===== src/hw/rtl/sfd_pkg.sv =====
package sfd_pkg;

  // Control characters of the link.
  localparam logic [7:0] CH_STX = 8'h02;
  localparam logic [7:0] CH_ETX = 8'h03;
  localparam logic [7:0] CH_ACK = 8'h06;
  localparam logic [7:0] CH_DLE = 8'h10;
  localparam logic [7:0] CH_NAK = 8'h15;

  // Commands at or above this value open a length-prefixed frame, except the one below.
  localparam logic [7:0] CMD_NEW_MIN = 8'h80;
  localparam logic [7:0] CMD_OLD_XTRA = 8'hC4;

  localparam logic [15:0] CRC_POLY = 16'h8005;

  // Result kinds.
  localparam logic [1:0] KIND_PAYLOAD = 2'd0;
  localparam logic [1:0] KIND_ACK = 2'd1;
  localparam logic [1:0] KIND_NAK = 2'd2;
  localparam logic [1:0] KIND_STATUS = 2'd3;

  // Frame status codes.
  localparam logic [1:0] ST_OK = 2'd0;
  localparam logic [1:0] ST_NO_START = 2'd1;
  localparam logic [1:0] ST_BAD_CRC = 2'd2;
  localparam logic [1:0] ST_TRUNC = 2'd3;

  typedef enum logic [2:0] {
    PH_HUNT,
    PH_CMD,
    PH_OLD,
    PH_NEW,
    PH_DRAIN
  } phase_e;

  typedef struct packed {
    logic [7:0] rx_byte;
    logic       chunk_end;
  } in_t;

  typedef struct packed {
    logic [7:0] out_byte;
    logic [1:0] item_kind;
    logic [1:0] frame_status;
    logic       last;
  } out_t;

  // Results caused by one input item; r1 is meaningful only when two is set.
  typedef struct packed {
    logic two;
    out_t r0;
    out_t r1;
  } rec_t;

  function automatic logic [15:0] crc_feed(logic [15:0] sum, logic [7:0] b);
    logic [15:0] s;
    logic        top;
    s = sum;
    for (int k = 7; k >= 0; k--) begin
      top = s[15];
      s = {s[14:0], b[k]};
      if (top) begin
        s = s ^ CRC_POLY;
      end
    end
    return s;
  endfunction

  function automatic out_t mk_res(logic [7:0] b, logic [1:0] kind, logic [1:0] st,
                                  logic lst);
    out_t r;
    r.out_byte = b;
    r.item_kind = kind;
    r.frame_status = st;
    r.last = lst;
    return r;
  endfunction

endpackage


===== src/hw/rtl/stx_etx_frame_decoder_crc16_top.sv =====
// Channel  | Handshake             | Payload                          | Direction
// ---------+-----------------------+----------------------------------+----------
// input    | push / full           | in_item_i  (rx_byte, chunk_end)  | into block
// result   | empty / pop           | out_item_o (out_byte, item_kind, | out of block
//          |                       |   frame_status, last)            |
//
// One byte is accepted per cycle while full is low; the front decodes it in that cycle,
// including the unrolled eight-step CRC update, into one record of up to two result items.
// Records wait in a Depth-entry queue and the result side delivers one item per cycle
// while pop is high, so input sustains one byte per cycle while bytes average at most one
// item each. A byte's record is registered in the queue; its items follow those queued.
// Reset is asynchronous and active low; full rises when the queue holds Depth records.
module stx_etx_frame_decoder_crc16_top #(
  parameter int unsigned Depth = 4
) (
  input  logic          clk_i,
  input  logic          rst_ni,
  input  logic          push,
  output logic          full,
  input  sfd_pkg::in_t  in_item_i,
  output logic          empty,
  input  logic          pop,
  output sfd_pkg::out_t out_item_o
);
  import sfd_pkg::*;

  logic accept;
  logic rec_push;
  rec_t rec_in;
  rec_t rec_head;
  logic q_empty;
  logic q_pop;

  // A byte is taken whenever the queue has room for its record.
  assign accept = push && !full;

  // Front: framing state machine and CRC accumulation, one byte per cycle while full is low.
  sfd_front u_front (
    .clk_i      (clk_i),
    .rst_ni     (rst_ni),
    .in_valid_i (accept),
    .in_item_i  (in_item_i),
    .rec_push_o (rec_push),
    .rec_o      (rec_in)
  );

  // Queue of result records between the decoder and the result port.
  sfd_fifo #(
    .Depth (Depth)
  ) u_fifo (
    .clk_i   (clk_i),
    .rst_ni  (rst_ni),
    .push_i  (rec_push),
    .wdata_i (rec_in),
    .pop_i   (q_pop),
    .rdata_o (rec_head),
    .full_o  (full),
    .empty_o (q_empty)
  );

  // Back: splits each record into its one or two result items.
  sfd_back u_back (
    .clk_i        (clk_i),
    .rst_ni       (rst_ni),
    .head_i       (rec_head),
    .head_empty_i (q_empty),
    .head_pop_o   (q_pop),
    .empty_o      (empty),
    .pop_i        (pop),
    .out_item_o   (out_item_o)
  );

endmodule


===== src/hw/rtl/sfd_front.sv =====
module sfd_front (
  input  logic          clk_i,
  input  logic          rst_ni,
  input  logic          in_valid_i,
  input  sfd_pkg::in_t  in_item_i,
  output logic          rec_push_o,
  output sfd_pkg::rec_t rec_o
);
  import sfd_pkg::*;

  phase_e      ph_q, ph_d;
  logic [15:0] crc_q, crc_d;
  logic [8:0]  seen_q, seen_d;
  logic [7:0]  len_q, len_d;
  logic        esc_q, esc_d;
  logic [7:0]  crc_hi_q, crc_hi_d;

  logic [7:0]  b;
  logic        endc;
  logic        done;
  logic        go_old;
  logic        esc_cur;
  logic        tail;
  logic [1:0]  n;
  logic [8:0]  total;
  logic [15:0] padded;
  rec_t        rec;

  assign b = in_item_i.rx_byte;
  assign endc = in_item_i.chunk_end;
  assign total = {1'b0, len_q} + 9'd2;

  // The check value is closed with zero padding once the last data byte is in.
  always_comb begin
    padded = crc_q;
    if (len_q != 8'd0) begin
      padded = crc_feed(padded, 8'h00);
      if (!len_q[0]) begin
        padded = crc_feed(padded, 8'h00);
      end
    end
  end

  // Results of the current byte.
  always_comb begin
    rec = '0;
    n = 2'd0;
    done = 1'b0;
    go_old = 1'b0;
    tail = 1'b0;
    esc_cur = esc_q;

    unique case (ph_q)
      PH_HUNT: begin
        if (b == CH_ACK || b == CH_NAK) begin
          rec.r0 = mk_res(b, (b == CH_ACK) ? KIND_ACK : KIND_NAK, ST_OK, 1'b1);
          n = 2'd1;
          done = 1'b1;
        end else if (endc) begin
          rec.r0 = mk_res(8'h00, KIND_STATUS, ST_NO_START, 1'b1);
          n = 2'd1;
        end
      end
      PH_DRAIN: begin
      end
      PH_CMD: begin
        if (b < CMD_NEW_MIN || b == CMD_OLD_XTRA) begin
          go_old = 1'b1;
          esc_cur = 1'b0;
        end else begin
          rec.r0 = mk_res(b, KIND_PAYLOAD, ST_OK, 1'b0);
          n = 2'd1;
          if (endc) begin
            rec.r1 = mk_res(8'h00, KIND_STATUS, ST_TRUNC, 1'b1);
            n = 2'd2;
          end
        end
      end
      PH_OLD: begin
        go_old = 1'b1;
      end
      PH_NEW: begin
        tail = 1'b1;
        if (seen_q < total) begin
          rec.r0 = mk_res(b, KIND_PAYLOAD, ST_OK, 1'b0);
          n = 2'd1;
        end else if (seen_q != total) begin
          rec.r0 = mk_res(8'h00, KIND_STATUS,
                          (crc_q == {crc_hi_q, b}) ? ST_OK : ST_BAD_CRC, 1'b1);
          n = 2'd1;
          done = 1'b1;
        end
      end
      default: begin
      end
    endcase

    // Old-protocol byte handling; the command byte itself may land here.
    if (go_old) begin
      tail = 1'b1;
      if (esc_cur) begin
        rec.r0 = mk_res(b, KIND_PAYLOAD, ST_OK, 1'b0);
        n = 2'd1;
      end else if (b == CH_ETX) begin
        rec.r0 = mk_res(8'h00, KIND_STATUS, ST_OK, 1'b1);
        n = 2'd1;
        done = 1'b1;
      end else if (b != CH_DLE) begin
        rec.r0 = mk_res(b, KIND_PAYLOAD, ST_OK, 1'b0);
        n = 2'd1;
      end
    end

    if (tail && !done && endc) begin
      if (n == 2'd0) begin
        rec.r0 = mk_res(8'h00, KIND_STATUS, ST_TRUNC, 1'b1);
      end else begin
        rec.r1 = mk_res(8'h00, KIND_STATUS, ST_TRUNC, 1'b1);
      end
      n = n + 2'd1;
    end

    rec.two = (n == 2'd2);
  end

  // Next phase and frame bookkeeping.
  always_comb begin
    ph_d = ph_q;
    crc_d = crc_q;
    seen_d = seen_q;
    len_d = len_q;
    esc_d = esc_q;
    crc_hi_d = crc_hi_q;

    unique case (ph_q)
      PH_HUNT: begin
        if (b == CH_STX) begin
          ph_d = PH_CMD;
        end
        if (endc) begin
          ph_d = PH_HUNT;
        end else if (done) begin
          ph_d = PH_DRAIN;
        end
      end
      PH_DRAIN: begin
        if (endc) begin
          ph_d = PH_HUNT;
        end
      end
      PH_CMD: begin
        esc_d = 1'b0;
        if (go_old) begin
          ph_d = PH_OLD;
        end else begin
          ph_d = endc ? PH_HUNT : PH_NEW;
          crc_d = crc_feed(16'h0000, b);
          seen_d = 9'd1;
          len_d = 8'h00;
          crc_hi_d = 8'h00;
        end
      end
      PH_OLD: begin
      end
      PH_NEW: begin
        if (seen_q == 9'd1) begin
          len_d = b;
          crc_d = crc_feed(crc_q, b);
          seen_d = 9'd2;
        end else if (seen_q < total) begin
          crc_d = crc_feed(crc_q, b);
          seen_d = seen_q + 9'd1;
        end else if (seen_q == total) begin
          crc_hi_d = b;
          crc_d = padded;
          seen_d = seen_q + 9'd1;
        end
      end
      default: begin
        ph_d = PH_HUNT;
      end
    endcase

    if (go_old) begin
      if (esc_cur) begin
        esc_d = 1'b0;
      end else if (b == CH_DLE) begin
        esc_d = 1'b1;
      end
    end

    if (tail) begin
      if (done) begin
        esc_d = 1'b0;
        ph_d = endc ? PH_HUNT : PH_DRAIN;
      end else if (endc) begin
        esc_d = 1'b0;
        ph_d = PH_HUNT;
      end
    end
  end

  assign rec_push_o = in_valid_i && (n != 2'd0);
  assign rec_o = rec;

  always_ff @(posedge clk_i or negedge rst_ni) begin
    if (!rst_ni) begin
      ph_q <= PH_HUNT;
      crc_q <= '0;
      seen_q <= '0;
      len_q <= '0;
      esc_q <= 1'b0;
      crc_hi_q <= '0;
    end else if (in_valid_i) begin
      ph_q <= ph_d;
      crc_q <= crc_d;
      seen_q <= seen_d;
      len_q <= len_d;
      esc_q <= esc_d;
      crc_hi_q <= crc_hi_d;
    end
  end

  a_push_needs_item: assert property (@(posedge clk_i) disable iff (!rst_ni)
    rec_push_o |-> in_valid_i)
    else $error("record pushed without an accepted item");

  a_new_count_bound: assert property (@(posedge clk_i) disable iff (!rst_ni)
    (ph_q == PH_NEW) |-> (seen_q != 9'd0 && seen_q <= total + 9'd1))
    else $error("byte count out of frame bounds");

  a_escape_only_old: assert property (@(posedge clk_i) disable iff (!rst_ni)
    esc_q |-> (ph_q == PH_OLD))
    else $error("escape pending outside an old-protocol frame");

  a_chunk_end_rehunts: assert property (@(posedge clk_i) disable iff (!rst_ni)
    (in_valid_i && endc) |=> (ph_q == PH_HUNT))
    else $error("chunk end did not return to hunting");

endmodule


===== src/hw/rtl/sfd_fifo.sv =====
module sfd_fifo #(
  parameter int unsigned Depth = 4
) (
  input  logic          clk_i,
  input  logic          rst_ni,
  input  logic          push_i,
  input  sfd_pkg::rec_t wdata_i,
  input  logic          pop_i,
  output sfd_pkg::rec_t rdata_o,
  output logic          full_o,
  output logic          empty_o
);
  import sfd_pkg::*;

  localparam int unsigned AW = (Depth > 1) ? $clog2(Depth) : 1;
  localparam logic [AW-1:0] LastIdx = AW'(Depth - 1);
  localparam logic [AW:0] DepthCnt = (AW + 1)'(Depth);

  rec_t          mem_q [Depth];
  logic [AW-1:0] wr_q, wr_d;
  logic [AW-1:0] rd_q, rd_d;
  logic [AW:0]   cnt_q, cnt_d;
  logic          do_push;
  logic          do_pop;

  assign full_o = (cnt_q == DepthCnt);
  assign empty_o = (cnt_q == '0);
  assign do_push = push_i && !full_o;
  assign do_pop = pop_i && !empty_o;
  assign rdata_o = mem_q[rd_q];

  always_comb begin
    wr_d = wr_q;
    rd_d = rd_q;
    cnt_d = cnt_q;
    if (do_push) begin
      wr_d = (wr_q == LastIdx) ? '0 : wr_q + 1'b1;
    end
    if (do_pop) begin
      rd_d = (rd_q == LastIdx) ? '0 : rd_q + 1'b1;
    end
    if (do_push && !do_pop) begin
      cnt_d = cnt_q + 1'b1;
    end else if (do_pop && !do_push) begin
      cnt_d = cnt_q - 1'b1;
    end
  end

  always_ff @(posedge clk_i) begin
    if (do_push) begin
      mem_q[wr_q] <= wdata_i;
    end
  end

  always_ff @(posedge clk_i or negedge rst_ni) begin
    if (!rst_ni) begin
      wr_q <= '0;
      rd_q <= '0;
      cnt_q <= '0;
    end else begin
      wr_q <= wr_d;
      rd_q <= rd_d;
      cnt_q <= cnt_d;
    end
  end

  a_cnt_bound: assert property (@(posedge clk_i) disable iff (!rst_ni)
    cnt_q <= DepthCnt)
    else $error("queue count above depth");

  a_ptr_gap: assert property (@(posedge clk_i) disable iff (!rst_ni)
    (cnt_q == '0 || cnt_q == DepthCnt) |-> (wr_q == rd_q))
    else $error("queue pointers disagree with count");

  a_cnt_track: assert property (@(posedge clk_i) disable iff (!rst_ni)
    (do_push && !do_pop) |=> (cnt_q == $past(cnt_q) + 1'b1))
    else $error("queue count missed a write");

endmodule


===== src/hw/rtl/sfd_back.sv =====
module sfd_back (
  input  logic          clk_i,
  input  logic          rst_ni,
  input  sfd_pkg::rec_t head_i,
  input  logic          head_empty_i,
  output logic          head_pop_o,
  output logic          empty_o,
  input  logic          pop_i,
  output sfd_pkg::out_t out_item_o
);
  import sfd_pkg::*;

  // Set while the second result of the head record is on the ports.
  logic sel_q, sel_d;
  logic take;

  assign empty_o = head_empty_i;
  assign take = pop_i && !head_empty_i;
  assign out_item_o = sel_q ? head_i.r1 : head_i.r0;
  assign head_pop_o = take && (sel_q || !head_i.two);

  always_comb begin
    sel_d = sel_q;
    if (take) begin
      sel_d = !sel_q && head_i.two;
    end
  end

  always_ff @(posedge clk_i or negedge rst_ni) begin
    if (!rst_ni) begin
      sel_q <= 1'b0;
    end else begin
      sel_q <= sel_d;
    end
  end

  a_sel_has_second: assert property (@(posedge clk_i) disable iff (!rst_ni)
    sel_q |-> (!head_empty_i && head_i.two))
    else $error("second result selected without a two-result record");

  a_second_follows: assert property (@(posedge clk_i) disable iff (!rst_ni)
    (take && !sel_q && head_i.two) |=> sel_q)
    else $error("second result skipped");

  a_first_is_frame_body: assert property (@(posedge clk_i) disable iff (!rst_ni)
    (!head_empty_i && head_i.two) |-> (head_i.r0.last == 1'b0 && head_i.r1.last == 1'b1))
    else $error("two-result record not payload then frame end");

endmodule


===== config.mk =====
export PLATFORM = sky130hd
export DESIGN_NAME = stx_etx_frame_decoder_crc16_top
export DESIGN_NICKNAME = d
export VERILOG_FILES = /design/src/hw/rtl/sfd_pkg.sv /design/src/hw/rtl/stx_etx_frame_decoder_crc16_top.sv /design/src/hw/rtl/sfd_front.sv /design/src/hw/rtl/sfd_fifo.sv /design/src/hw/rtl/sfd_back.sv
export SDC_FILE = /design/constraint.sdc
export NUM_CORES = 1
export LEC_CHECK = 0
export BUFFER_PORTS_ARGS = -buffer_cell sky130_fd_sc_hd__buf_2
export CAP_MARGIN = 20
export CORE_MARGIN = 2
export CORE_UTILIZATION = 65
export CTS_BUF_LIST = sky130_fd_sc_hd__clkbuf_16
export DETAILED_ROUTE_END_ITERATION = 6
export PLACE_DENSITY = 0.93
export SYNTH_ARGS = -nofsm -noshare
export SYNTH_HDL_FRONTEND = slang
export SYNTH_SLANG_ARGS = --single-unit

===== constraint.sdc =====
create_clock -name clk_i -period 11.95 [get_ports clk_i]
set_input_delay 2.39 -clock clk_i [delete_from_list [all_inputs] [get_ports clk_i]]
set_output_delay 2.39 -clock clk_i [all_outputs]
set_load 0.005 [all_outputs]

Word level (Yosys, flattened, before mapping)
Memory sizes are Yosys's and may differ from the RTL's.
Index checks and enable logic that the tools add are counted.
Widths: inputs -> output; s select.
{"block": "word_totals", "regBits": 53, "inputBits": 13, "ram_bits": 108, "out_inout_bits": 15, "mem_count": 1}
{"block": "classes", "addsub": 7, "muxes": 174, "reduce_logical": 33, "bitwise_logic": 31, "n_lt_le_gt_ge": 2, "eq_ne": 26}
{"name": "u_fifo.mem_q", "words": 4, "word_bits": 27, "read_ports": 1, "rd_ports_with_merged_regs": 0, "wr": 1, "line": "sfd_fifo.sv:19", "source": "rec_t mem_q [Depth];"}
{"operator": "$mux 16", "count": 94}
{"operator": "$mux 13", "count": 10}
{"operator": "$not 3->3", "count": 31}
{"operator": "$mux 26", "count": 2}
{"operator": "$mux 8", "count": 5}
{"operator": "$pmux 13 s3", "count": 1}
{"operator": "$mux 9", "count": 4}
{"operator": "$mux 3", "count": 11}
{"operator": "$pmux 16 s2", "count": 1}
{"operator": "$pmux 8 s2", "count": 2}
{"operator": "$mux 2", "count": 14}
{"operator": "$mux 1", "count": 22}
{"operator": "$pmux 9 s2", "count": 1}
{"operator": "$eq 16x16->1", "count": 1}
{"operator": "$eq 8x2->1 const B", "count": 2}
{"operator": "$eq 8x5->1 const B", "count": 2}
{"operator": "$mux 5", "count": 3}
{"operator": "$pmux 3 s4", "count": 1}
{"operator": "$logic_and 1x1->1", "count": 11}
{"operator": "$add 8x2->9 const B", "count": 1}
{"operator": "$add 9x1->9 const B", "count": 1}
{"operator": "$eq 9x1->1 const B", "count": 1}
{"operator": "$eq 9x9->1", "count": 1}
{"operator": "$lt 9x9->1", "count": 1}
{"operator": "other kinds (27)", "count": 50}

Longest topological paths before layout
{"block": "depth", "depth_word": 60, "mapped_depth": 19, "ltp_nobuf": 19}

Hierarchy
From an unflattened synthesis, not the netlist that was laid out.
{"block": "unflattened", "cells_unflattened": 670, "hier_area_um2": 8451.9}
{"mod": "sfd_fifo", "seq_area_each_um2": 3418.3, "area_each_um2": 4336.7, "n_inst": 1, "cells_each": 178}
{"mod": "sfd_front", "seq_area_each_um2": 1126.1, "area_each_um2": 3827.4, "n_inst": 1, "cells_each": 470}
{"mod": "sfd_back", "seq_area_each_um2": 25.0, "area_each_um2": 274.0, "n_inst": 1, "cells_each": 21}
{"mod": "stx_etx_frame_decoder_crc16_top", "seq_area_each_um2": 0.0, "area_each_um2": 13.8, "n_inst": 1, "cells_each": 1}

Worst setup path before layout
Ideal clock, no wire load.
{"block": "synth_path", "path_type": "input -> register", "start": "input in_item_i[2] (netlist name)", "end": "register u_fifo.cnt_q[2]", "t_arrival_ns": 5.239, "stages": 15, "required_ns": 11.871, "path_slack_ns": 6.631, "setup_ns": 0.079, "path_cell_list": "buf_4 and3b_1 a21oi_1 nor3_2 o21ai_1 o2111a_2 ha_1 nor4b_2 a311oi_4 ha_1 inv_1 fa_1 xor2_1 nor2_1 xor2_1"}
{"block": "synth_between", "elab_chain_len": 17, "word_cells_on_any_way": 38, "classes_between": "add/sub: 1; order compare: 1; eq/ne: 5; mux: 19; reduce/logical: 12"}
{"item": "from (decl)", "line": "stx_etx_frame_decoder_crc16_top.sv:20", "source": "input sfd_pkg::in_t in_item_i,"}
{"item": "parallel branches: the longest is 10 deep, another holds $lt 8x8->1"}
{"item": "$mux 2 (*)", "line": "sfd_front.sv:114", "source": "if (tail && !done && endc) begin"}
{"item": "$reduce_bool 2->1 (*)", "line": "sfd_front.sv:203", "source": "assign rec_push_o = in_valid_i && (n != 2'd0);"}
{"item": "$logic_and 1x1->1 (*)", "line": "sfd_front.sv:203"}
{"item": "$logic_and 1x1->1 (*)", "line": "sfd_fifo.sv:28", "source": "assign do_push = push_i && !full_o;"}
{"item": "net u_fifo.do_push", "line": "sfd_fifo.sv:23", "source": "logic do_push;"}
{"item": "$logic_not 1->1", "line": "sfd_fifo.sv:44", "source": "end else if (do_pop && !do_push) begin"}
{"item": "$logic_and 1x1->1", "line": "sfd_fifo.sv:44"}
{"item": "$reduce_bool 2->1 (no source line)"}
{"item": "to (signal assigned)", "line": "sfd_fifo.sv:63", "source": "cnt_q <= cnt_d;"}
{"item": "to (decl)", "line": "sfd_fifo.sv:22", "source": "logic [AW:0] cnt_q, cnt_d;"}
Mark *: on every way through the listed nets, which the timed path passes.
A chain may end at the register's enable or synchronous reset.

Final worst setup path
{"block": "layout_path", "start": "input in_item_i[8] (netlist name)", "end": "register u_fifo.cnt_q[2]"}
Same word-level chain as after synthesis.

==> run_results.csv <==
group,metric,value,unit
sta,hold_viol,0,
yosys,synth_area,6440,um^2
die,core_area,9680,um^2
sta,finalWorstSetupSlack,6520,ps
yosys,synth_top_area_cell,"edfxtp_1",
setup_path,end_kind,"flop",
setup_path,arrival,5770,ps
die,fp.dieH,104,um
place,pre_cts_ws,6160,ps
setup_path,cp-start-kind,"input pin",
power_and_ir_drop,irDropWorstVdd,122,uV
run_status,outcome,"finished clean",
sta,whs,510,ps
grt,overflow,0,
yosys,ys_warn_count,0,
finish,design_area,7170,um^2
yosys,syn_nets,624,
yosys,synth_edf_count,60,
place,dp.cells,713,
min_path,hold_path_class,"reg -> reg",
sta,drv_slew,0,
cts,postCtsSetupBuffers,0,
grt,antenna_found_initial,0,
finish,post-route-util,74.1,%
cts,cts_tree,"built",
grt,track_usage,30.1,%
detailed_routing,drc_errors,0,
finish,fin_nets,634,
setup_path,required,12290,ps
sta,setup_viol,0,
yosys,synth_top_area_share,28.0,%
die,start_util,66.5,%
detailed_routing,vias_per_cell,6.48,
detailed_routing,drt_first_iter_violations,589,
detailed_routing,wl,15.1,mm
setup_path,cp_max_fo,7,
die,ios,28,
die,die_area,10700,um^2
yosys,synth.top_cells.by_count,"nand2_1, edfxtp_1, dfrtp_1, xor2_1, o21ai_0",
yosys,synth_seq_cells,113,
finish,fin_cells,747,
yosys,yosysSeqAreaShare,48.5,%
finish,n_antenna_cell,0,
sta,worst_pin_slew,966,ps
cts,clk_path_buf_depth,2,
grt,grt_first_pass_wirelength,25.0,mm
die,num_rows,36,
place,placed_area,6570,um^2
yosys,async_flop_share,46.9,%
place,post-dp-hpwl,9.66,mm
finish,drive_gt1_share,16.6,%
detailed_routing,drt_first_pass_iters,7,
cts,holdBufCountCts,0,
cts,cts.sinks,113,
place,portBuffers,27,
sta,max_freq,184,MHz
cts,cts-buffers-inserted,17,
detailed_routing,wl_per_cell,20.3,um
sta,clock_skew,9.80,ps
setup_path,critical_path_class,"in -> reg",
grt,grt_max_degree,54,
power_and_ir_drop,p_total,1.77,mW
place,gp_congestion,0.949,
yosys,avgSynthCellArea,10.9,um^2
cts,cts_repair_resize_count,0,
finish,area_growth,11.3,%
detailed_routing,postRouteAntennaNets,0,
sta,slew_headroom,35.4,%
sta,fin_crit_sh,45.4,%
finish,final.fill_count,583,
power_and_ir_drop,p_per_area,246,nW/um^2
yosys,synth_most_common_cell,"nand2_1",
cts,cts_root_buf,"clkbuf_16",
sta,period_minus_slack,5430,ps
sta,finalSetupTns,0,ps
power_and_ir_drop,cellLeakagePower,2.91,nW
job,drv_cap,0,
cts,clkTransAtPathRegs,60,ps
yosys,yosysUniqueCellTypes,68,
yosys,synthFlopType,"edfxtp_1",
die,dieWidth,104,um
yosys,syn_inst,591,
yosys,ys_top_cells_by_area,"edfxtp_1, dfrtp_1, xor2_1",
cts,htree_levels,4,
sta,rsz0062_at_grt,"false",
grt,grt_pass1_vias,4867,
cts,insertion_delay,420,ps
detailed_routing,via_count,4837,
-- registers in the layout, indices dropped and copies added, names as in the netlist --
| register | flops |
|---|---|
| u_fifo.wr_q | 2 |
| u_fifo.mem_q | 60 |
| u_fifo.cnt_q | 3 |
| u_front.seen_q | 9 |
| u_back.sel_q | 1 |
| u_front.ph_q | 3 |
| u_front.crc_q | 16 |
| u_front.esc_q | 1 |
| u_fifo.rd_q | 2 |
| u_front.len_q | 8 |
| u_front.crc_hi_q | 8 |
-- kinds of logic after synthesis --
| family | share of synthesized area [%] |
|---|---|
| DFF | 48.5 |
| muxes | 7.01 |
| and+or+nand+nor | 15.4 |
| adders and majority gates | 4.00 |
| xor gates and xnor gates | 9.46 |
| AOI/OAI and AO/OA | 11.5 |
| buffers and inverters | 4.14 |
-- routing by layer --
metal	share of wire (%)	global-route usage [%]	up-vias
met3	7.7	8.56	64
li1	-	-	2141
met2	51	50.0	274
met5	0	0	-
met1	38	36.4	2358
met4	3.5	14.2	0
-- cell type report --
class	count	area [um^2]	area share, %
clock inverters	15	156	2.18
inverters	20	75.1	1.05
clock buffers	17	425	5.93
repair buffers	31	173	2.41
multi-input cells	418	3050	42.5
flip-flops and latches	113	3130	43.6
well taps	133	166	2.32
-- where the power goes --
part	switching, mW	internal, mW
logic	0.358	0.301
registers	0.0975	0.507
clock network	0.194	0.308
total	0.650	1.12
-- worst max-delay path, stage by stage --
cell and delay [ps]:
buf_2 160, nor3_1 260, nand2_1 140, nor3_2 270, o21ai_1 150, o2111a_2 260
ha_1 320, nor4b_2 60, a311oi_4 450, ha_1 300, inv_1 100, fa_1 430
xor2_1 180, nor2_1 140, xor2_1 160
-- placed cells by master, fill, tap and decap left out, types with 4 or more instances in the layout --
cell        n
and3_1      8
nor2_1     30
inv_6       4
nor3_1      8
edfxtp_1   60
clkbuf_16  17
o31ai_1     6
inv_1      19
nand3_1    14
dfrtp_1    53
clkinv_4    4
nor2b_1    15
mux4_2     15
and2_1      7
xnor2_1    20
nand2_1    69
o211ai_1    6
o21ai_0    43
a21oi_1    26
ha_1       19
nand4_1     7
nor3b_1     5
nand2b_1    5
buf_2      27
o21ai_1     4
nor4_1      7
mux2i_1     5
a31oi_1     4
xor2_1     44
-- worst paths after layout --
| path | start | end | slack, ps | cells past startpoint |
|---|---|---|---|---|
| setup / recovery | in_item_i[8] | u_fifo.cnt_q[2] | 6520 | 15 |
| hold / removal | u_fifo.cnt_q[2] | u_fifo.cnt_q[2] | 510 | 1 |
| setup reg to reg | u_front.len_q[1] | u_fifo.cnt_q[2] | 7210 | 17 |
| hold reg to reg | u_fifo.cnt_q[2] | u_fifo.cnt_q[2] | 510 | 1 |
| max in group asynchronous | rst_ni | u_front.ph_q[0] | 9380 | 2 |
| min in group asynchronous | rst_ni | u_front.crc_q[11] | 2090 | 2 |
Power figures use the tool's default switching activity.
